## src/hw/rtl/flar_pkg.sv

```systemverilog
// Package for the framed link with acknowledge and resend.
// Holds operation codes, frame constants, the controller state type and the command type.
// No dependencies.
package flar_pkg;

  localparam int unsigned RxDepthDef    = 4;
  localparam int unsigned TxDepthDef    = 8;
  localparam int unsigned MaxPayloadDef = 4;
  localparam int unsigned HeadSize      = 4;

  localparam logic [7:0] StartByte = 8'h5F;
  localparam logic [7:0] EndByte   = 8'hEF;

  localparam logic [7:0] AckReset   = 8'd6;
  localparam logic [7:0] NackReset  = 8'd21;
  localparam logic [3:0] RetryReset = 4'd5;

  localparam logic [1:0] AddrAck   = 2'd0;
  localparam logic [1:0] AddrNack  = 2'd1;
  localparam logic [1:0] AddrRetry = 2'd2;

  typedef enum logic [2:0] {
    OpRxByte  = 3'd0,
    OpQueue   = 3'd1,
    OpPoll    = 3'd2,
    OpPop     = 3'd3,
    OpFlush   = 3'd4,
    OpClose   = 3'd5,
    OpNone6   = 3'd6,
    OpNone7   = 3'd7
  } op_e;

  typedef enum logic [1:0] {
    KindStatus = 2'd0,
    KindByte   = 2'd1,
    KindPop    = 2'd2
  } kind_e;

  typedef enum logic [1:0] {
    StIdle,
    StExec,
    StEmit
  } state_e;

  // Command from the controller to the datapath.
  typedef struct packed {
    logic exec;      // apply the held item to the state
    logic emit_step; // current result item taken, advance the emit index
  } cmd_t;

  // Status from the datapath to the controller.
  typedef struct packed {
    logic last; // the current result item is the final one of the item
  } status_t;

  localparam logic [4:0] TRespStart  = 5'd1;
  localparam logic [4:0] TRespStop   = 5'd2;
  localparam logic [4:0] TFrameStart = 5'd4;
  localparam logic [4:0] TFrameStop  = 5'd8;
  localparam logic [4:0] TDelay      = 5'd16;

endpackage

```

## src/hw/rtl/flar_if.sv

```systemverilog
// Channel interfaces for the framed link: input items and result items.
// Depends on flar_pkg.
interface flar_in_if;
  import flar_pkg::*;
  logic       valid;
  logic       ready;
  logic [2:0] operation;
  logic [7:0] rx_byte;
  logic [7:0] cmd_code;
  logic [2:0] data_len;
  logic [7:0] data_b0;
  logic [7:0] data_b1;
  logic [7:0] data_b2;
  logic [7:0] data_b3;
  modport source (output valid, operation, rx_byte, cmd_code, data_len,
                  data_b0, data_b1, data_b2, data_b3, input ready);
  modport sink (input valid, operation, rx_byte, cmd_code, data_len,
                data_b0, data_b1, data_b2, data_b3, output ready);
endinterface

interface flar_out_if;
  logic        valid;
  logic        ready;
  logic [1:0]  kind;
  logic [7:0]  byte_out;
  logic        last;
  logic        accepted;
  logic [7:0]  got_cmd;
  logic [3:0]  got_len;
  logic [31:0] got_data;
  logic        rx_pending;
  logic        tx_pending;
  logic        link_reopened;
  logic [4:0]  timer_requests;
  modport source (output valid, kind, byte_out, last, accepted, got_cmd, got_len,
                  got_data, rx_pending, tx_pending, link_reopened, timer_requests,
                  input ready);
  modport sink (input valid, kind, byte_out, last, accepted, got_cmd, got_len,
                got_data, rx_pending, tx_pending, link_reopened, timer_requests,
                output ready);
endinterface

```

## src/hw/rtl/framed_link_ack_retransmit.sv

```systemverilog
// Top level of the framed link with acknowledge and resend over a half-duplex line.
// Depends on flar_pkg, flar_if, flar_ctrl and flar_dp.
//
//  Channel   Direction  Handshake      Carries
//  in_if     sink       valid/ready    operation, rx_byte, queued command
//  out_if    source     valid/ready    kind, byte_out, last, status, popped entry
//  apb       slave      psel/penable   ack_code, nack_code, max_retries
//
// An item is taken in the idle state and executed in the next cycle; its results then
// leave one per cycle while the output side is ready: a send poll that sends a frame
// gives one result per frame byte, every other item a single result.
// Reset is asynchronous and active low; it empties both rings and opens the link.
// A stall on the output side holds the current result and blocks new items.
module framed_link_ack_retransmit
  import flar_pkg::*;
#(
  parameter int unsigned RX_DEPTH    = RxDepthDef,
  parameter int unsigned TX_DEPTH    = TxDepthDef,
  parameter int unsigned MAX_PAYLOAD = MaxPayloadDef
) (
  input  logic        clk_i,
  input  logic        rst_ni,
  flar_in_if.sink     in_if,
  flar_out_if.source  out_if,
  input  logic        psel,
  input  logic        penable,
  input  logic        pwrite,
  input  logic [3:0]  paddr,
  input  logic [31:0] pwdata,
  output logic [31:0] prdata,
  output logic        pready
);

  logic [7:0] ack_q, nack_q;
  logic [3:0] retries_q;
  cmd_t       cmd;
  status_t    status;

  // Configuration registers; words sit at byte offsets 0, 4 and 8.
  always_ff @(posedge clk_i or negedge rst_ni) begin
    if (!rst_ni) begin
      ack_q     <= AckReset;
      nack_q    <= NackReset;
      retries_q <= RetryReset;
    end else if (psel && penable && pwrite) begin
      if (paddr[1:0] == 2'd0) begin
        unique case (paddr[3:2])
          AddrAck:   ack_q     <= pwdata[7:0];
          AddrNack:  nack_q    <= pwdata[7:0];
          AddrRetry: retries_q <= pwdata[3:0];
          default: ;
        endcase
      end
    end
  end

  always_comb begin
    prdata = '0;
    unique case (paddr[3:2])
      AddrAck:   prdata = {24'd0, ack_q};
      AddrNack:  prdata = {24'd0, nack_q};
      AddrRetry: prdata = {28'd0, retries_q};
      default:   prdata = '0;
    endcase
  end
  assign pready = 1'b1;

  flar_ctrl u_ctrl (
    .clk_i       (clk_i),
    .rst_ni      (rst_ni),
    .in_valid_i  (in_if.valid),
    .in_ready_o  (in_if.ready),
    .out_valid_o (out_if.valid),
    .out_ready_i (out_if.ready),
    .cmd_o       (cmd),
    .status_i    (status)
  );

  flar_dp #(
    .RX_DEPTH    (RX_DEPTH),
    .TX_DEPTH    (TX_DEPTH),
    .MAX_PAYLOAD (MAX_PAYLOAD)
  ) u_dp (
    .clk_i            (clk_i),
    .rst_ni           (rst_ni),
    .in_take_i        (in_if.valid && in_if.ready),
    .operation_i      (in_if.operation),
    .rx_byte_i        (in_if.rx_byte),
    .cmd_code_i       (in_if.cmd_code),
    .data_len_i       (in_if.data_len),
    .data_i           ({in_if.data_b3, in_if.data_b2, in_if.data_b1, in_if.data_b0}),
    .ack_code_i       (ack_q),
    .nack_code_i      (nack_q),
    .max_retries_i    (retries_q),
    .cmd_i            (cmd),
    .status_o         (status),
    .kind_o           (out_if.kind),
    .byte_out_o       (out_if.byte_out),
    .last_o           (out_if.last),
    .accepted_o       (out_if.accepted),
    .got_cmd_o        (out_if.got_cmd),
    .got_len_o        (out_if.got_len),
    .got_data_o       (out_if.got_data),
    .rx_pending_o     (out_if.rx_pending),
    .tx_pending_o     (out_if.tx_pending),
    .link_reopened_o  (out_if.link_reopened),
    .timer_requests_o (out_if.timer_requests)
  );

endmodule

```

## src/hw/rtl/flar_ctrl.sv

```systemverilog
// Controller of the framed link: takes an item, has it executed, emits its results.
// Depends on flar_pkg.
module flar_ctrl
  import flar_pkg::*;
(
  input  logic    clk_i,
  input  logic    rst_ni,
  input  logic    in_valid_i,
  output logic    in_ready_o,
  output logic    out_valid_o,
  input  logic    out_ready_i,
  output cmd_t    cmd_o,
  input  status_t status_i
);

  state_e state_q, state_d;

  always_ff @(posedge clk_i or negedge rst_ni) begin
    if (!rst_ni) begin
      state_q <= StIdle;
    end else begin
      state_q <= state_d;
    end
  end

  always_comb begin
    state_d        = state_q;
    in_ready_o     = 1'b0;
    out_valid_o    = 1'b0;
    cmd_o          = '0;
    unique case (state_q)
      StIdle: begin
        in_ready_o = 1'b1;
        if (in_valid_i) begin
          state_d = StExec;
        end
      end
      StExec: begin
        cmd_o.exec = 1'b1;
        state_d    = StEmit;
      end
      StEmit: begin
        out_valid_o = 1'b1;
        if (out_ready_i) begin
          cmd_o.emit_step = 1'b1;
          if (status_i.last) begin
            state_d = StIdle;
          end
        end
      end
      default: state_d = StIdle;
    endcase
  end

endmodule

```

## src/hw/rtl/flar_dp.sv

```systemverilog
// Datapath of the framed link: deframer, receive and transmit rings, result builder.
// Depends on flar_pkg.
module flar_dp
  import flar_pkg::*;
#(
  parameter int unsigned RX_DEPTH    = RxDepthDef,
  parameter int unsigned TX_DEPTH    = TxDepthDef,
  parameter int unsigned MAX_PAYLOAD = MaxPayloadDef
) (
  input  logic        clk_i,
  input  logic        rst_ni,
  input  logic        in_take_i,
  input  logic [2:0]  operation_i,
  input  logic [7:0]  rx_byte_i,
  input  logic [7:0]  cmd_code_i,
  input  logic [2:0]  data_len_i,
  input  logic [31:0] data_i,
  input  logic [7:0]  ack_code_i,
  input  logic [7:0]  nack_code_i,
  input  logic [3:0]  max_retries_i,
  input  cmd_t        cmd_i,
  output status_t     status_o,
  output logic [1:0]  kind_o,
  output logic [7:0]  byte_out_o,
  output logic        last_o,
  output logic        accepted_o,
  output logic [7:0]  got_cmd_o,
  output logic [3:0]  got_len_o,
  output logic [31:0] got_data_o,
  output logic        rx_pending_o,
  output logic        tx_pending_o,
  output logic        link_reopened_o,
  output logic [4:0]  timer_requests_o
);

  localparam int unsigned FrameMax = MAX_PAYLOAD + HeadSize;
  localparam int unsigned RxW      = $clog2(RX_DEPTH);
  localparam int unsigned TxW      = $clog2(TX_DEPTH);
  localparam int unsigned FsW      = $clog2(FrameMax);
  localparam int unsigned PlW      = $clog2(MAX_PAYLOAD + 1);
  localparam int unsigned EmW      = $clog2(FrameMax + 1);
  localparam int unsigned PayBits  = 8 * MAX_PAYLOAD;
  localparam logic [3:0]  MaxPay4  = 4'(MAX_PAYLOAD);
  localparam logic [7:0]  FrameMax8 = 8'(FrameMax);

  // Held input item.
  logic [2:0]  op_q;
  logic [7:0]  rxb_q, cmdc_q;
  logic [2:0]  dlen_q;
  logic [31:0] data_q;

  // State.
  logic [3:0]  byte_count_q;
  logic [7:0]  expected_len_q;
  logic [7:0]  frame_store_q [FrameMax];
  logic [RxW-1:0] rx_wp_q, rx_rp_q;
  logic [TxW-1:0] tx_wp_q, tx_rp_q;
  logic [3:0]  retry_q;
  logic        link_open_q;

  // Receive ring storage.
  logic [7:0]         rx_cmd_mem  [RX_DEPTH];
  logic [3:0]         rx_len_mem  [RX_DEPTH];
  logic [PayBits-1:0] rx_data_mem [RX_DEPTH];

  // Transmit ring storage; flags are per entry and reset.
  logic [7:0]         tx_cmd_mem  [TX_DEPTH];
  logic [PlW-1:0]     tx_n_mem    [TX_DEPTH];
  logic [PayBits-1:0] tx_data_mem [TX_DEPTH];
  logic [TX_DEPTH-1:0] tx_sent_q, tx_acked_q;

  // Result registers.
  logic [1:0]  mode_q;   // KindStatus, KindByte (frame), KindPop
  logic        nack_q;   // single NACK byte
  logic [EmW-1:0] em_idx_q, em_cnt_q;
  logic [7:0]  fr_cmd_q;
  logic [PlW-1:0] fr_n_q;
  logic [PayBits-1:0] fr_data_q;
  logic        acc_q, reo_q;
  logic [4:0]  tq_q;
  logic [7:0]  g_cmd_q;
  logic [3:0]  g_len_q;
  logic [31:0] g_data_q;

  logic [RxW-1:0] rx_wp_nxt;
  logic [TxW-1:0] tx_wp_nxt;
  logic [PlW-1:0] qn;
  logic [PayBits-1:0] qdata;
  logic [7:0] bc8;

  always_comb begin
    rx_wp_nxt = rx_wp_q + 1'b1;
    tx_wp_nxt = tx_wp_q + 1'b1;
    if (RxW'(RX_DEPTH - 1) == rx_wp_q) rx_wp_nxt = '0;
    if (TxW'(TX_DEPTH - 1) == tx_wp_q) tx_wp_nxt = '0;
    qn = (4'(dlen_q) > MaxPay4) ? PlW'(MAX_PAYLOAD) : PlW'(dlen_q);
    qdata = '0;
    for (int i = 0; i < MAX_PAYLOAD; i++) begin
      if (PlW'(i) < qn) qdata[8*i +: 8] = data_q[8*((i < 4) ? i : 3) +: 8];
    end
    bc8 = {4'd0, byte_count_q} + 8'd1;
  end

  // Payload of a finished frame, taken from the stored bytes; the end byte never
  // lands in the payload range.
  logic [PayBits-1:0] rx_pay_st;
  always_comb begin
    rx_pay_st = '0;
    for (int i = 0; i < MAX_PAYLOAD; i++) begin
      if (8'(i + HeadSize) < expected_len_q) rx_pay_st[8*i +: 8] = frame_store_q[3 + i];
    end
  end

  always_ff @(posedge clk_i) begin
    if (in_take_i) begin
      op_q   <= operation_i;
      rxb_q  <= rx_byte_i;
      cmdc_q <= cmd_code_i;
      dlen_q <= data_len_i;
      data_q <= data_i;
    end
  end

  always_ff @(posedge clk_i or negedge rst_ni) begin
    if (!rst_ni) begin
      byte_count_q   <= '0;
      expected_len_q <= '0;
      rx_wp_q        <= '0;
      rx_rp_q        <= '0;
      tx_wp_q        <= '0;
      tx_rp_q        <= '0;
      retry_q        <= '0;
      link_open_q    <= 1'b1;
      tx_sent_q      <= '0;
      tx_acked_q     <= '1;
      mode_q         <= KindStatus;
      nack_q         <= 1'b0;
      em_idx_q       <= '0;
      em_cnt_q       <= '0;
      acc_q          <= 1'b0;
      reo_q          <= 1'b0;
      tq_q           <= '0;
    end else if (cmd_i.exec) begin
      mode_q   <= KindStatus;
      nack_q   <= 1'b0;
      em_idx_q <= '0;
      em_cnt_q <= EmW'(1);
      acc_q    <= 1'b0;
      reo_q    <= 1'b0;
      tq_q     <= '0;
      case (op_q)
        OpRxByte: begin
          if (byte_count_q == 4'd0) begin
            tq_q <= TDelay | TRespStop;
            if (rxb_q == StartByte) begin
              byte_count_q <= 4'd1;
              tq_q <= TDelay | TRespStop | TFrameStart;
            end else if (rxb_q == ack_code_i) begin
              retry_q <= '0;
              tx_acked_q[tx_rp_q] <= 1'b1;
              if (!link_open_q) begin
                link_open_q <= 1'b1;
                reo_q <= 1'b1;
              end
            end else if (rxb_q == nack_code_i) begin
              if (retry_q < max_retries_i) begin
                retry_q <= retry_q + 4'd1;
                tx_sent_q[tx_rp_q] <= 1'b0;
              end
            end
          end else if (byte_count_q == 4'd1) begin
            expected_len_q <= rxb_q;
            tq_q <= TDelay;
            if (rxb_q < 8'(HeadSize) || rxb_q > FrameMax8) begin
              nack_q <= 1'b1;
              byte_count_q <= '0;
              tq_q <= TDelay | TFrameStop;
            end else begin
              byte_count_q <= 4'd2;
            end
          end else if (byte_count_q >= 4'(FrameMax)) begin
            byte_count_q <= '0;
            tq_q <= TDelay | TFrameStop;
          end else begin
            byte_count_q <= byte_count_q + 4'd1;
            tq_q <= TDelay;
            if (bc8 == expected_len_q) begin
              tq_q <= TDelay | TFrameStop;
              byte_count_q <= '0;
              if (rxb_q == EndByte) begin
                if (rx_wp_nxt != rx_rp_q) rx_wp_q <= rx_wp_nxt;
              end else begin
                nack_q <= 1'b1;
              end
            end
          end
        end
        OpQueue: begin
          if (tx_wp_nxt != tx_rp_q) begin
            tx_sent_q[tx_wp_q]  <= 1'b0;
            tx_acked_q[tx_wp_q] <= 1'b0;
            tx_wp_q <= tx_wp_nxt;
            acc_q   <= 1'b1;
          end
        end
        OpPoll: begin
          if (tx_rp_q != tx_wp_q) begin
            if (tx_acked_q[tx_rp_q]) begin
              tx_rp_q <= (TxW'(TX_DEPTH - 1) == tx_rp_q) ? '0 : tx_rp_q + 1'b1;
            end else if (!tx_sent_q[tx_rp_q]) begin
              mode_q   <= KindByte;
              em_cnt_q <= EmW'(tx_n_mem[tx_rp_q]) + EmW'(4);
              tx_sent_q[tx_rp_q] <= 1'b1;
              tq_q <= TRespStart;
            end
          end
        end
        OpPop: begin
          if (rx_rp_q != rx_wp_q) begin
            mode_q  <= KindPop;
            rx_rp_q <= (RxW'(RX_DEPTH - 1) == rx_rp_q) ? '0 : rx_rp_q + 1'b1;
            acc_q   <= 1'b1;
            tq_q    <= TDelay;
          end
        end
        OpFlush: begin
          tx_rp_q <= tx_wp_q;
          tx_acked_q[tx_wp_q] <= 1'b1;
        end
        OpClose: link_open_q <= 1'b0;
        default: ;
      endcase
    end else if (cmd_i.emit_step) begin
      em_idx_q <= em_idx_q + 1'b1;
    end
  end

  // Payload stores and frame store, no reset.
  always_ff @(posedge clk_i) begin
    if (cmd_i.exec) begin
      fr_cmd_q  <= tx_cmd_mem[tx_rp_q];
      fr_n_q    <= tx_n_mem[tx_rp_q];
      fr_data_q <= tx_data_mem[tx_rp_q];
      g_cmd_q   <= rx_cmd_mem[rx_rp_q];
      g_len_q   <= rx_len_mem[rx_rp_q];
      g_data_q  <= 32'(rx_data_mem[rx_rp_q]);
      case (op_q)
        OpRxByte: begin
          if (byte_count_q == 4'd0) begin
            if (rxb_q == StartByte) frame_store_q[0] <= rxb_q;
          end else if (byte_count_q == 4'd1) begin
            frame_store_q[1] <= rxb_q;
          end else if (byte_count_q < 4'(FrameMax)) begin
            frame_store_q[FsW'(byte_count_q)] <= rxb_q;
            if (bc8 == expected_len_q && rxb_q == EndByte && rx_wp_nxt != rx_rp_q) begin
              rx_cmd_mem[rx_wp_q]  <= frame_store_q[2];
              rx_len_mem[rx_wp_q]  <= expected_len_q[3:0];
              rx_data_mem[rx_wp_q] <= rx_pay_st;
            end
          end
        end
        OpQueue: begin
          if (tx_wp_nxt != tx_rp_q) begin
            tx_cmd_mem[tx_wp_q]  <= cmdc_q;
            tx_n_mem[tx_wp_q]    <= qn;
            tx_data_mem[tx_wp_q] <= qdata;
          end
        end
        default: ;
      endcase
    end
  end

  // Result item builder.
  always_comb begin
    kind_o     = KindStatus;
    byte_out_o = '0;
    last_o     = 1'b1;
    got_cmd_o  = '0;
    got_len_o  = '0;
    got_data_o = '0;
    if (nack_q) begin
      kind_o     = KindByte;
      byte_out_o = nack_code_i;
    end else if (mode_q == KindByte) begin
      kind_o = KindByte;
      last_o = (em_idx_q == em_cnt_q - 1'b1);
      if (em_idx_q == '0) byte_out_o = StartByte;
      else if (em_idx_q == EmW'(1)) byte_out_o = 8'(fr_n_q) + 8'(HeadSize);
      else if (em_idx_q == EmW'(2)) byte_out_o = fr_cmd_q;
      else if (last_o) byte_out_o = EndByte;
      else begin
        for (int i = 0; i < MAX_PAYLOAD; i++) begin
          if (em_idx_q == EmW'(i + 3)) byte_out_o = fr_data_q[8*i +: 8];
        end
      end
    end else if (mode_q == KindPop) begin
      kind_o     = KindPop;
      got_cmd_o  = g_cmd_q;
      got_len_o  = g_len_q;
      got_data_o = g_data_q;
    end
  end

  assign status_o.last   = last_o;
  assign accepted_o      = acc_q;
  assign rx_pending_o    = (rx_rp_q != rx_wp_q);
  assign tx_pending_o    = (tx_rp_q != tx_wp_q);
  assign link_reopened_o = reo_q;
  assign timer_requests_o = tq_q;

endmodule

```

## src/flat_wrapper.sv

```systemverilog
// flat-port wrapper written by rule: the top's interface ports become plain ports
module framed_link_ack_retransmit_flat import flar_pkg::*;
#(
  parameter int unsigned RX_DEPTH    = RxDepthDef,
  parameter int unsigned TX_DEPTH    = TxDepthDef,
  parameter int unsigned MAX_PAYLOAD = MaxPayloadDef
)
  (clk_i, rst_ni, psel, penable, pwrite, paddr, pwdata, prdata, pready, in_if_valid, in_if_operation, in_if_rx_byte, in_if_cmd_code, in_if_data_len, in_if_data_b0, in_if_data_b1, in_if_data_b2, in_if_data_b3, in_if_ready, out_if_valid, out_if_kind, out_if_byte_out, out_if_last, out_if_accepted, out_if_got_cmd, out_if_got_len, out_if_got_data, out_if_rx_pending, out_if_tx_pending, out_if_link_reopened, out_if_timer_requests, out_if_ready);
  flar_in_if in_if_i ();
  flar_out_if out_if_i ();
  input  logic clk_i;
  input  logic rst_ni;
  input  logic psel;
  input  logic penable;
  input  logic pwrite;
  input  logic [3:0] paddr;
  input  logic [31:0] pwdata;
  output logic [31:0] prdata;
  output logic pready;
  input wire logic [$bits(in_if_i.valid)-1:0] in_if_valid;
  input wire logic [$bits(in_if_i.operation)-1:0] in_if_operation;
  input wire logic [$bits(in_if_i.rx_byte)-1:0] in_if_rx_byte;
  input wire logic [$bits(in_if_i.cmd_code)-1:0] in_if_cmd_code;
  input wire logic [$bits(in_if_i.data_len)-1:0] in_if_data_len;
  input wire logic [$bits(in_if_i.data_b0)-1:0] in_if_data_b0;
  input wire logic [$bits(in_if_i.data_b1)-1:0] in_if_data_b1;
  input wire logic [$bits(in_if_i.data_b2)-1:0] in_if_data_b2;
  input wire logic [$bits(in_if_i.data_b3)-1:0] in_if_data_b3;
  output wire logic [$bits(in_if_i.ready)-1:0] in_if_ready;
  output wire logic [$bits(out_if_i.valid)-1:0] out_if_valid;
  output wire logic [$bits(out_if_i.kind)-1:0] out_if_kind;
  output wire logic [$bits(out_if_i.byte_out)-1:0] out_if_byte_out;
  output wire logic [$bits(out_if_i.last)-1:0] out_if_last;
  output wire logic [$bits(out_if_i.accepted)-1:0] out_if_accepted;
  output wire logic [$bits(out_if_i.got_cmd)-1:0] out_if_got_cmd;
  output wire logic [$bits(out_if_i.got_len)-1:0] out_if_got_len;
  output wire logic [$bits(out_if_i.got_data)-1:0] out_if_got_data;
  output wire logic [$bits(out_if_i.rx_pending)-1:0] out_if_rx_pending;
  output wire logic [$bits(out_if_i.tx_pending)-1:0] out_if_tx_pending;
  output wire logic [$bits(out_if_i.link_reopened)-1:0] out_if_link_reopened;
  output wire logic [$bits(out_if_i.timer_requests)-1:0] out_if_timer_requests;
  input wire logic [$bits(out_if_i.ready)-1:0] out_if_ready;
  assign in_if_i.valid = in_if_valid;
  assign in_if_i.operation = in_if_operation;
  assign in_if_i.rx_byte = in_if_rx_byte;
  assign in_if_i.cmd_code = in_if_cmd_code;
  assign in_if_i.data_len = in_if_data_len;
  assign in_if_i.data_b0 = in_if_data_b0;
  assign in_if_i.data_b1 = in_if_data_b1;
  assign in_if_i.data_b2 = in_if_data_b2;
  assign in_if_i.data_b3 = in_if_data_b3;
  assign in_if_ready = in_if_i.ready;
  assign out_if_valid = out_if_i.valid;
  assign out_if_kind = out_if_i.kind;
  assign out_if_byte_out = out_if_i.byte_out;
  assign out_if_last = out_if_i.last;
  assign out_if_accepted = out_if_i.accepted;
  assign out_if_got_cmd = out_if_i.got_cmd;
  assign out_if_got_len = out_if_i.got_len;
  assign out_if_got_data = out_if_i.got_data;
  assign out_if_rx_pending = out_if_i.rx_pending;
  assign out_if_tx_pending = out_if_i.tx_pending;
  assign out_if_link_reopened = out_if_i.link_reopened;
  assign out_if_timer_requests = out_if_i.timer_requests;
  assign out_if_i.ready = out_if_ready;
  framed_link_ack_retransmit #(.RX_DEPTH(RX_DEPTH), .TX_DEPTH(TX_DEPTH), .MAX_PAYLOAD(MAX_PAYLOAD)) u_core (.clk_i(clk_i), .rst_ni(rst_ni), .in_if(in_if_i), .out_if(out_if_i), .psel(psel), .penable(penable), .pwrite(pwrite), .paddr(paddr), .pwdata(pwdata), .prdata(prdata), .pready(pready));
endmodule
```

## config.mk

```make
export PLATFORM = sky130hd
export DESIGN_NAME = framed_link_ack_retransmit_flat
export DESIGN_NICKNAME = d
export VERILOG_FILES = /design/src/hw/rtl/flar_pkg.sv /design/src/hw/rtl/flar_if.sv /design/src/hw/rtl/framed_link_ack_retransmit.sv /design/src/hw/rtl/flar_ctrl.sv /design/src/hw/rtl/flar_dp.sv /design/src/flat_wrapper.sv
export SDC_FILE = /design/constraint.sdc
export NUM_CORES = 1
export LEC_CHECK = 0
export ABC_AREA = 0
export BUFFER_PORTS_ARGS = -buffer_cell sky130_fd_sc_hd__buf_2
export CORE_MARGIN = 2
export CORE_UTILIZATION = 42
export DETAILED_ROUTE_END_ITERATION = 10
export GPL_ROUTABILITY_DRIVEN = 1
export HOLD_SLACK_MARGIN = 0.02
export PLACE_DENSITY = 0.58
export SYNTH_ARGS = -nofsm -noshare
export SYNTH_HDL_FRONTEND = slang
export SYNTH_SLANG_ARGS = --single-unit
```

## constraint.sdc

```tcl
create_clock -name clk_i -period 5.14 [get_ports clk_i]
set_clock_uncertainty 0.1 [all_clocks]
set_input_delay 0.257 -clock clk_i [delete_from_list [all_inputs] [get_ports clk_i]]
set_output_delay 0.257 -clock clk_i [all_outputs]
set_load 0.005 [all_outputs]
```

# --- After elaboration in Yosys (flattened, before gate mapping) ---
# Memory sizes are Yosys's and may differ from the RTL's. A register that Yosys moved wholly into a read port is not among the register bits.
# Index checks and enable logic that the tools add are counted.
classes:
  n_reduce_logical: 37
  mux: 155
  addsub: 11
  magnitude_cmp: 18
  bitwise_logic: 12
  eq_ne: 47
op_table:
  columns: ["operator", "count"]
  rows:
  - ["$mux W8", 36]
  - ["$mux W32", 3]
  - ["$mux W4", 20]
  - ["$pmux W8 S3", 3]
  - ["$mux W1", 62]
  - ["$lt A3 B8 Y1 const A", 4]
  - ["$ne A2 B2 Y1 const B", 14]
  - ["$and A8 B8 Y8", 3]
  - ["$mux W3", 8]
  - ["$or A8 B8 Y8", 3]
  - ["$reduce_and A3 Y1", 7]
  - ["$mux W2", 10]
  - ["$eq A8 B8 Y1", 2]
  - ["$not A8 Y8", 2]
  - ["$reduce_or A8 Y1", 2]
  - ["$mux W5", 3]
  - ["$pmux W5 S3", 1]
  - ["$add A4 B1 Y4 const B", 3]
  - ["$eq A4 B3 Y1 const B", 3]
  - ["$reduce_and A6 Y1", 2]
  - ["$reduce_and A11 Y1", 1]
  - ["$reduce_bool A2 Y1", 5]
  - ["$add A3 B3 Y4 const B", 2]
  - ["$eq A4 B1 Y1 const B", 2]
  - ["other kinds (45)", 79]
word_totals:
  ram_bits: 584
  register_bits: 140
  out_inout_bits: 99
  memories: 7
memory_table:
  columns: ["memory", "depth", "width", "read_ports", "rd_ports_with_merged_regs", "wr", "line_no", "source"]
  rows:
  - ["u_core.u_dp.tx_data_mem", 8, 32, 1, 1, 1, "flar_dp.sv:69", "logic [PayBits-1:0] tx_data_mem [TX_DEPTH];"]
  - ["u_core.u_dp.rx_data_mem", 4, 32, 1, 1, 1, "flar_dp.sv:64", "logic [PayBits-1:0] rx_data_mem [RX_DEPTH];"]
  - ["u_core.u_dp.frame_store_q", 8, 8, 5, 0, 1, "flar_dp.sv:55", "logic [7:0] frame_store_q [FrameMax];"]
  - ["u_core.u_dp.tx_cmd_mem", 8, 8, 1, 1, 1, "flar_dp.sv:67", "logic [7:0] tx_cmd_mem [TX_DEPTH];"]
  - ["u_core.u_dp.rx_cmd_mem", 4, 8, 1, 1, 1, "flar_dp.sv:62", "logic [7:0] rx_cmd_mem [RX_DEPTH];"]
  - ["u_core.u_dp.tx_n_mem", 8, 3, 1, 0, 1, "flar_dp.sv:68", "logic [PlW-1:0] tx_n_mem [TX_DEPTH];"]
  - ["+1 memories", null, null, null, null, null, null, null]

# --- Logic depth before layout (Yosys ltp) ---
# Gate-level depths: netlist of the first run.
logic_depth:
  word_depth: 12
  mapped_depth: 11

# --- Modules after synthesis ---
# A second synthesis of the first run with hierarchy kept.
hier_totals:
  hier_cells: 1803
  area_unflattened_um2: 30792.0
by_module_without_submodules:
  columns: ["mod", "seq_area_each_um2", "instances", "area_each_um2", "cells_each"]
  rows:
  - ["flar_dp", 22587.9, 1, 29515.8, 1697]
  - ["framed_link_ack_retransmit", 509.2, 1, 1182.4, 97]
  - ["flar_ctrl", 50.0, 1, 93.8, 9]

# --- Worst setup path before layout of the first run ---
# OpenSTA, ideal clock, no wires.
synth_timing:
  kind: "register to register"
  startpoint: "register u_core.u_dp.tx_wp_q[0]"
  endpoint: "memory u_core.u_dp.tx_cmd_mem[6][0] (enable)"
  t_arrival_ns: 4.825
  period_less_slack_ns: 5.424
  slack_ns: -0.284
  stages_incl_launch_ff: 8
  setup_time_ns: 0.499
  path_cell_list: "dfrtp_1 -> ha_1 -> ha_1 -> xor2_1 -> nor4b_4 -> or3_1 -> clkbuf_1 -> nor3_1"
synth_via:
  elab_chain_cells: 7
  elab_cells_between_ends: 8
  classes_between: "add/sub: 1; eq/ne: 2; mux: 5"
synth_rtl:
  columns: ["item", "line_no", "source"]
  rows:
  - ["start: declaration", "flar_dp.sv:57", "logic [TxW-1:0] tx_wp_q, tx_rp_q;"]
  - ["start signal: assignment", "flar_dp.sv:202", "tx_wp_q <= tx_wp_nxt;"]
  - ["$add A3 B1 Y3 / $eq A3 B3 Y1 (equally long branches)", "flar_dp.sv:93, flar_dp.sv:95", null]
  - ["$mux W3 *", "flar_dp.sv:95", "if (TxW'(TX_DEPTH - 1) == tx_wp_q) tx_wp_nxt = '0;"]
  - ["net u_core.u_dp.tx_wp_nxt[2]", "flar_dp.sv:86", "logic [TxW-1:0] tx_wp_nxt;"]
  - ["$ne A3 B3 Y1 *", "flar_dp.sv:263", "if (tx_wp_nxt != tx_rp_q) begin"]
  - ["$mux W1 *", "flar_dp.sv:263", null]
  - ["$mux W1 *", "flar_dp.sv:247", "case (op_q)"]
  - ["$mux W1 *", "flar_dp.sv:240", "if (cmd_i.exec) begin"]
  - ["$mux W1 (implied by the code) *", "flar_dp.sv:264", "tx_cmd_mem[tx_wp_q] <= cmdc_q;"]
  - ["end: declaration", "flar_dp.sv:67", null]
# Mark *: on every way through the listed nets, which the timed path passes. The rest lies on a longest branch.

# --- Worst setup path in the final report of the first run ---
layout_timing:
  startpoint: "register u_core.u_dp.em_idx_q[1]"
  endpoint: "output out_if_byte_out[5]"
layout_via:
  elab_chain_cells: 11
  elab_cells_between_ends: 18
  classes_between: "eq/ne: 7; mux: 10; reduce/logical: 1"
layout_rtl:
  columns: ["item", "line_no", "source"]
  rows:
  - ["start: declaration", "flar_dp.sv:75", "logic [EmW-1:0] em_idx_q, em_cnt_q;"]
  - ["start signal: assignment", "flar_dp.sv:234", "em_idx_q <= em_idx_q + 1'b1;"]
  - ["$eq A4 B2 Y1", "flar_dp.sv:294", "if (em_idx_q == EmW'(i + 3)) byte_out_o = fr_data_q[8*i +: 8];"]
  - ["$mux W8 (4 in a row)", "flar_dp.sv:294", null]
  - ["$mux W8", "flar_dp.sv:291", "else if (last_o) byte_out_o = EndByte;"]
  - ["$mux W8", "flar_dp.sv:290", "else if (em_idx_q == EmW'(2)) byte_out_o = fr_cmd_q;"]
  - ["$mux W8", "flar_dp.sv:289", "else if (em_idx_q == EmW'(1)) byte_out_o = 8'(fr_n_q) + 8'(HeadSize);"]
  - ["$mux W8 *", "flar_dp.sv:288", "if (em_idx_q == '0) byte_out_o = StartByte;"]
  - ["$mux W8 *", "flar_dp.sv:285", "end else if (mode_q == KindByte) begin"]
  - ["$mux W8 *", "flar_dp.sv:282", "if (nack_q) begin"]
  - ["end: declaration", "flat_wrapper.sv:32", "output wire logic [$bits(out_if_i.byte_out)-1:0] out_if_byte_out;"]
# Mark *: on every way between the ends. The rest lies on a longest branch, timed or not.

==> metrics.yaml, run 1 <==
status: "finished clean"
drtAntennaViolNets: 0
start_util: 0.423
antenna_found_initial: 1
clock_power_share: 0.354
rsz0062_at_grt: "no"
fmax_mhz: 274
reg2reg_from: "u_core.u_dp.tx_wp_q[0]$_DFFE_PN0P_"
grt_max_degree: 59
gp_congestion: 0.839
drtPass1Iterations: 5
wl_per_cell_um: 23.0
cts_buffers: 83
yosysSeqAreaShare: 0.754
synth-seq-cells: 784
regArea_um2: 23100
cts_resized: 0
drcViolationCount: 0
hp-class: "input port to async pin"
crit_path_frequent_cell: "o21ai_0"
final_cell_area_um2: 35800
r2r-end: "u_core.u_dp.tx_data_mem[6][15]$_DFFE_PP_"
synthMuxAreaShare: 0.0551
vias: 16800
drtIter0Drc: 1670
clock_path_buffers: 3
cts-root-buf: "clkbuf_16"
synth-xor-area-share: 0.00999
tightest_slew_ns: 1.03
drt_wl_total_um: 70900
synth_area_um2: 30700
crit_required_ns: 4.78
p_per_area_nw_per_um2: 449
synthArstFlopShare: 0.106
viasPerCell: 5.46
yosysMostFrequentCell: "edfxtp_1"
drv_cap: 0
drive_gt1_frac: 0.204
portBuffers: 146
path_cells: "inv_1 -> ha_1 -> nand2_1 -> and2_1 -> a21boi_0 -> o21ai_0 -> o21ai_0 -> buf_2"
synth_edf_count: 701
seq_power_share: 0.497
cts_tree: "built"
fin_nets: 2172
fillers: 6081
dp_hpwl_um: 41600
fp-row-count: 99
clock-sinks: 784
placed_area_um2: 32600
p_sw_frac: 0.268
p_switching_mw: 4.32
crit_path_start_kind: "register"
synth-adder-area-share: 0.00856
setup_viol: 0
die_w_um: 274
ir_worst_vdd_mv: 0.315
synthDistinctLibCells: 74
total_power_mw: 16.1
areaGrowthSynthToFinish_pct: 16.7
slew_violations: 0
final.period_utilization: 0.711
ys_warn_count: 0
internal_power_mw: 11.8
crit_type: "register to output pin"
finalHoldViolCount: 0
core_area_um2: 72600
die_area_um2: 75200
rrSetupSlack_ns: 1.53
synth_top_area_frac: 0.686
post-route-min-period_ns: 3.65
htree_num_levels: 3
final_cells: 3082
clock_latency_ns: 0.63
worstPathArrival_ns: 3.30
synthCells: 1812
multi_input_area_um2: 7030
cp-endpoint: "out_if_byte_out[5]"
relSlewSlack: 0.311
critPathMaxStageDelay_ns: 0.47
die_h_um: 274
grt_pass1_wl_um: 106000
synth_top_area_cell: "edfxtp_1"
ff2ff_path_depth: 7
grt_util_all_layers: 0.189
path_max_fanout: 14
clkTransAtPathRegs_ns: 0.06
tns_ns: 0
dp.cells: 2862
crit_start: "u_core.u_dp.em_idx_q[1]$_DFFE_PN0P_"
ys_top_cells_by_area: "edfxtp_1 (69%), dfrtp_1 (5.5%), a22oi_1 (4.0%)"
synth_compound_area_frac: 0.0763
pwr-share-comb: 0.149
synthFlopType: "edfxtp_1"
grt_overflow: 0
p_leak_nw: 12.3
slowest_stage: "dfrtp_1"
boundaryPins: 196
avgSynthCellArea_um2: 16.9
grt_pass1_vias: 16900
endpoint_kind: "output pin"
synth_top_family_by_area: "compound AO/OA/AOI/OAI gates"
synthTopCellsByCount: "edfxtp_1 (701), a22oi_1 (165), and2_1 (103), nand2_1 (89), clkbuf_1 (68)"
yosys.area_share.simple: 0.0732
[how the worst min path moves through the flow]
| stage | startpoint | to | slack, ns | cells after the start |
|---|---|---|---|---|
| finish | rst_ni | u_core.u_dp.tx_acked_q[7]$_DFFE_PN1P_ | 0.10 | 2 |
| global route | rst_ni | u_core.u_dp.tx_acked_q[7]$_DFFE_PN1P_ | 0.11 | 2 |
| CTS | rst_ni | u_core.u_dp.tx_acked_q[7]$_DFFE_PN1P_ | 0.09 | 2 |
| detailed placement | rst_ni | u_core.u_dp.timer_requests_o[4]$_DFFE_PN0P_ | 0.10 | 1 |
| global placement | rst_ni | u_core.u_dp.timer_requests_o[4]$_DFFE_PN0P_ | 0.1 | 1 |
| floorplan | rst_ni | u_core.ack_q[0]$_DFFE_PN0P_ | -0.14 | 0 |
[stage by stage]
| step | hold slack [ns] | util | setup slack [ns] |
|---|---|---|---|
| 2_1_floorplan | -0.139 | - | 0.0374 |
| 3_3_place_gp | 0.0976 | 0.448 | 1.57 |
| 3_5_place_dp | 0.101 | 0.448 | 1.55 |
| 4_1_cts | 0.0880 | 0.493 | 1.52 |
| 5_1_grt | 0.111 | 0.493 | 1.32 |
| 6_report | 0.103 | 0.493 | 1.49 |
[timing repair]
item / 4_1_cts / 5_1_grt
setup buffers: 0 / 0
hold endpoints to repair: 105 / 0
hold buffers: 66 / 0
[sequential cells by signal, indices dropped and copies added, names as in the netlist, 16 cells and up]
register / count
u_core.u_dp.rx_data_mem: 128
u_core.u_dp.data_q: 32
u_core.u_dp.g_data_q: 32
u_core.u_dp.fr_data_q: 32
u_core.u_dp.rx_cmd_mem: 32
u_core.u_dp.tx_data_mem: 256
u_core.u_dp.frame_store_q: 40
u_core.u_dp.rx_len_mem: 16
u_core.u_dp.tx_n_mem: 24
u_core.u_dp.tx_cmd_mem: 64
[kinds of logic (layout without fill, tap and decap cells)]
group,Yosys count,in the layout
AOI/OAI and AO/OA,315,315
xor gates and xnor gates,35,35
adders and majority gates,21,21
buffers and inverters,142,429
DFF,784,784
muxes,105,105
other,2,26
and+or+nand+nor,408,408
[cells in the final DEF, fill, tap and decap left out, types with 40 or more instances in the layout]
cell / n
clkbuf_16: 85
nand2_1: 89
nand4_1: 46
mux4_2: 47
edfxtp_1: 701
dlygate4sd3_1: 66
nor2_1: 40
a22oi_1: 165
buf_2: 145
dfrtp_1: 65
and2_1: 94
[power groups by stage]
stage / Clock (mW) / Sequential [mW] / Combinational (mW)
final: 5.70 / 7.99 / 2.39
after global routing: 6.07 / 8.04 / 2.61
after CTS: 5.82 / 8.00 / 2.41
after detailed placement: 0 / 8.12 / 2.36
after global placement: 0 / 8.12 / 2.33
after floorplan: 0 / 7.95 / 1.56
[per-layer routing]
layer / global-route usage / share of wire / up-vias
li1: - / - / 7606
met1: 0.249 / 0.42 / 8559
met2: 0.316 / 0.50 / 540
met3: 0.0321 / 0.054 / 128
met4: 0.0694 / 0.032 / 0
met5: 0 / 0 / -
[layout make-up]
cell class                      count  share of cell area
Inverter                           25             0.00272
Antenna cell                        1           0.0000699
Clock inverter                     44              0.0102
Multi-Input combinational cell    909               0.196
Tap cell                          959              0.0335
Timing Repair Buffer              251              0.0485
Clock buffer                      109              0.0625
Sequential cell                   784               0.646
[worst max-delay path: cells and delay by family, from the launching register on]
kind            cells  cell delay (ns)
buf+inv             2             0.31
flops               1             0.47
simple gates        2             0.48
compound gates      3             1.01
fa+ha+maj           1             0.40
Power figures use the tool's default switching activity.
==> run 2: changes to the inputs <==
- PLACE_DENSITY: 0.58 -> 0.56
- clock period: 5.14 -> 3.4 ns (I/O delays scaled with it)
==> run 2 against run 1 <==
  * First-iteration DRC count shrank 17%
  * Die area stayed put
  * Register-to-register slack lost 1.1 ns
  * Combinational power rose by 65%
  * Sequential power grew 50%
  * Count of clock-buffer cells in the layout shrank 6
  * Clock power is 60% higher
  * Global-route usage increased by 0.81 points
  * Hold slack better by 0.049 ns
==> metrics.yaml, run 2 (same netlist as run 1, synthesis figures left out) <==
portBuffers: 146
grt_pass1_vias: 17300
crit_path_start_kind: "register"
path_max_fanout: 7
die_area_um2: 75200
drtPass1Iterations: 7
grt_pass1_wl_um: 110000
regMostFlops: "u_core.u_dp.tx_data_mem"
reg2reg_from: "u_core.u_dp.byte_count_q[0]$_DFFE_PN0P_"
pwr-share-comb: 0.157
drcViolationCount: 0
grt_max_degree: 55
gp_congestion: 0.889
largest_reg_flops: 256
crit_family: "compound AO/OA/AOI/OAI gates"
p_per_area_nw_per_um2: 688
internal_power_mw: 18.4
cts_buffers: 82
ir_worst_vdd_mv: 0.427
final_cell_mix: "edfxtp_1 (701), a22oi_1 (165), buf_2 (145)"
utilization: 0.503
viasPerCell: 5.44
setup_viol: 0
crit_type: "register to output pin"
final.period_utilization: 0.959
htree_num_levels: 3
critPathMaxStageDelay_ns: 0.49
p_sw_frac: 0.267
cts_tree: "built"
vias: 16900
p_switching_mw: 6.70
busiest_layer: "met2"
die_w_um: 274
fin_nets: 2209
post-route-min-period_ns: 3.26
fp-row-count: 99
areaGrowthSynthToFinish_pct: 19.0
drive_gt1_frac: 0.227
antenna_found_initial: 1
p_leak_nw: 12.7
hp-class: "input port to register"
cts-root-buf: "clkbuf_16"
tightest_slew_ns: 0.987
largest_registers: "u_core.u_dp.tx_data_mem x256, u_core.u_dp.rx_data_mem x128, u_core.u_dp.tx_cmd_mem x64"
wl_per_cell_um: 23.7
slew_violations: 0
crit_start: "u_core.u_dp.em_idx_q[1]$_DFFE_PN0P_"
drt_wl_total_um: 73800
drtAntennaViolNets: 0
drv_cap: 0
worstPathArrival_ns: 2.99
critical_path_buf_inv_count: 2
use_met3: 0.0282
dp_hpwl_um: 43700
relSlewSlack: 0.342
post-cts-setup-buffers: 0
met2_usage: 0.337
layout_commonest_cell: "edfxtp_1"
clock_latency_ns: 0.62
finalHoldViolCount: 0
core_area_um2: 72600
grt_use_met1: 0.259
crit_required_ns: 3.13
min_from: "in_if_data_b0[6]"
total_power_mw: 25.1
status: "finished clean"
drtIter0Drc: 1381
seq_power_share: 0.479
crit_path_frequent_cell: "a22oi_1"
clkTransAtPathRegs_ns: 0.06
clock_path_buffers: 3
clock_power_share: 0.364
path_cells: "inv_1 -> ha_1 -> nor2b_2 -> a22oi_1 -> o21ai_0 -> a22oi_1 -> o31ai_1 -> a221o_1 -> buf_2"
slowest_stage: "dfrtp_1"
clock-sinks: 784
endpoint_kind: "output pin"
boundaryPins: 196
grt_util_all_layers: 0.197
grt_overflow: 0
die_h_um: 274
start_util: 0.423
rsz0062_at_grt: "no"
antennaDiodeCount: 0
fmax_mhz: 307
==> run 2: cell types whose count changed in the layout (fill, tap and decap cells not counted), sizes merged <==
cell / before / now
buf: 185 / 223
bufinv: 5 / 12
clkinv: 37 / 30
clkbuf: 109 / 103
clkinvlp: 1 / 5
diode: 1 / 0
==> run 2: worst register-to-register path, delay by kind of cell, from the launching register on <==
family / cells / cell delay, ns
xor gates and xnor gates: 1 / 0.18
adders and majority gates: 1 / 0.34
and+or+nand+nor: 4 / 1.08
DFF: 1 / 0.52
buffers and inverters: 2 / 0.39
==> run 2: power groups by stage <==
stage | clock network (mW) | logic [mW] | registers, mW
after CTS | 9.31 | 3.99 | 12.0
final | 9.13 | 3.95 | 12.0
after floorplan | 0 | 2.37 | 12.0
after global placement | 0 | 3.86 | 12.2
after detailed placement | 0 | 3.91 | 12.2
after global routing | 9.71 | 4.30 | 12.1
==> run 2: area by class of cell <==
class	instances	area, um2
fillers	6060	36100
flip-flops and latches	784	23200
multi-input cells	909	7040
repair buffers	289	2260
clock buffers	103	2170
well taps	959	1200
clock inverters	48	582
inverters	25	98.8
==> run 2: path summary, 6_finish.rpt <==
kind	to	depth (start not counted)	slack (ns)
worst max register to register	u_core.u_dp.rx_data_mem[3][10]$_DFFE_PP_	8	0.41
worst min-delay path	u_core.u_dp.data_q[6]$_DFFE_PP_	2	0.15
worst min register to register	u_core.u_dp.timer_requests_o[0]$_DFFE_PN0P_	2	0.38
worst max-delay path	out_if_byte_out[4]	9	0.14
min in group asynchronous	u_core.ack_q[7]$_DFFE_PN0P_	3	0.37
max in group asynchronous	u_core.nack_q[4]$_DFFE_PN1P_	4	2.24
==> run 2: stage by stage <==
stage          hold slack (ns)  cell area, um2  cells  setup TNS (ns)  setup slack [ns]
2_1_floorplan           -0.226           30800   1835           -4.85           -0.0564
3_3_place_gp             0.108           33100   2899               0             0.415
3_5_place_dp             0.120           33100   2899               0             0.419
4_1_cts                  0.115           36500   3117               0            0.0214
5_1_grt                  0.139           36500   3117               0            0.0717
6_report                 0.151           36500   3117               0             0.139
==> run 2: timing repair <==
item	4_1_cts	5_1_grt
endpoints found under the setup margin	0	3
endpoints found under the hold margin	148	0
hold buffers	67	0
resized for setup	0	5
==> run 2: routing by layer <==
metal / share of wire / vias up / routed length (um)
met3: 0.052 / 118 / 3870
met4: 0.027 / 0 / 2020
li1: - / 7661 / -
met2: 0.50 / 538 / 36900
met5: 0 / - / 0
met1: 0.42 / 8629 / 31000
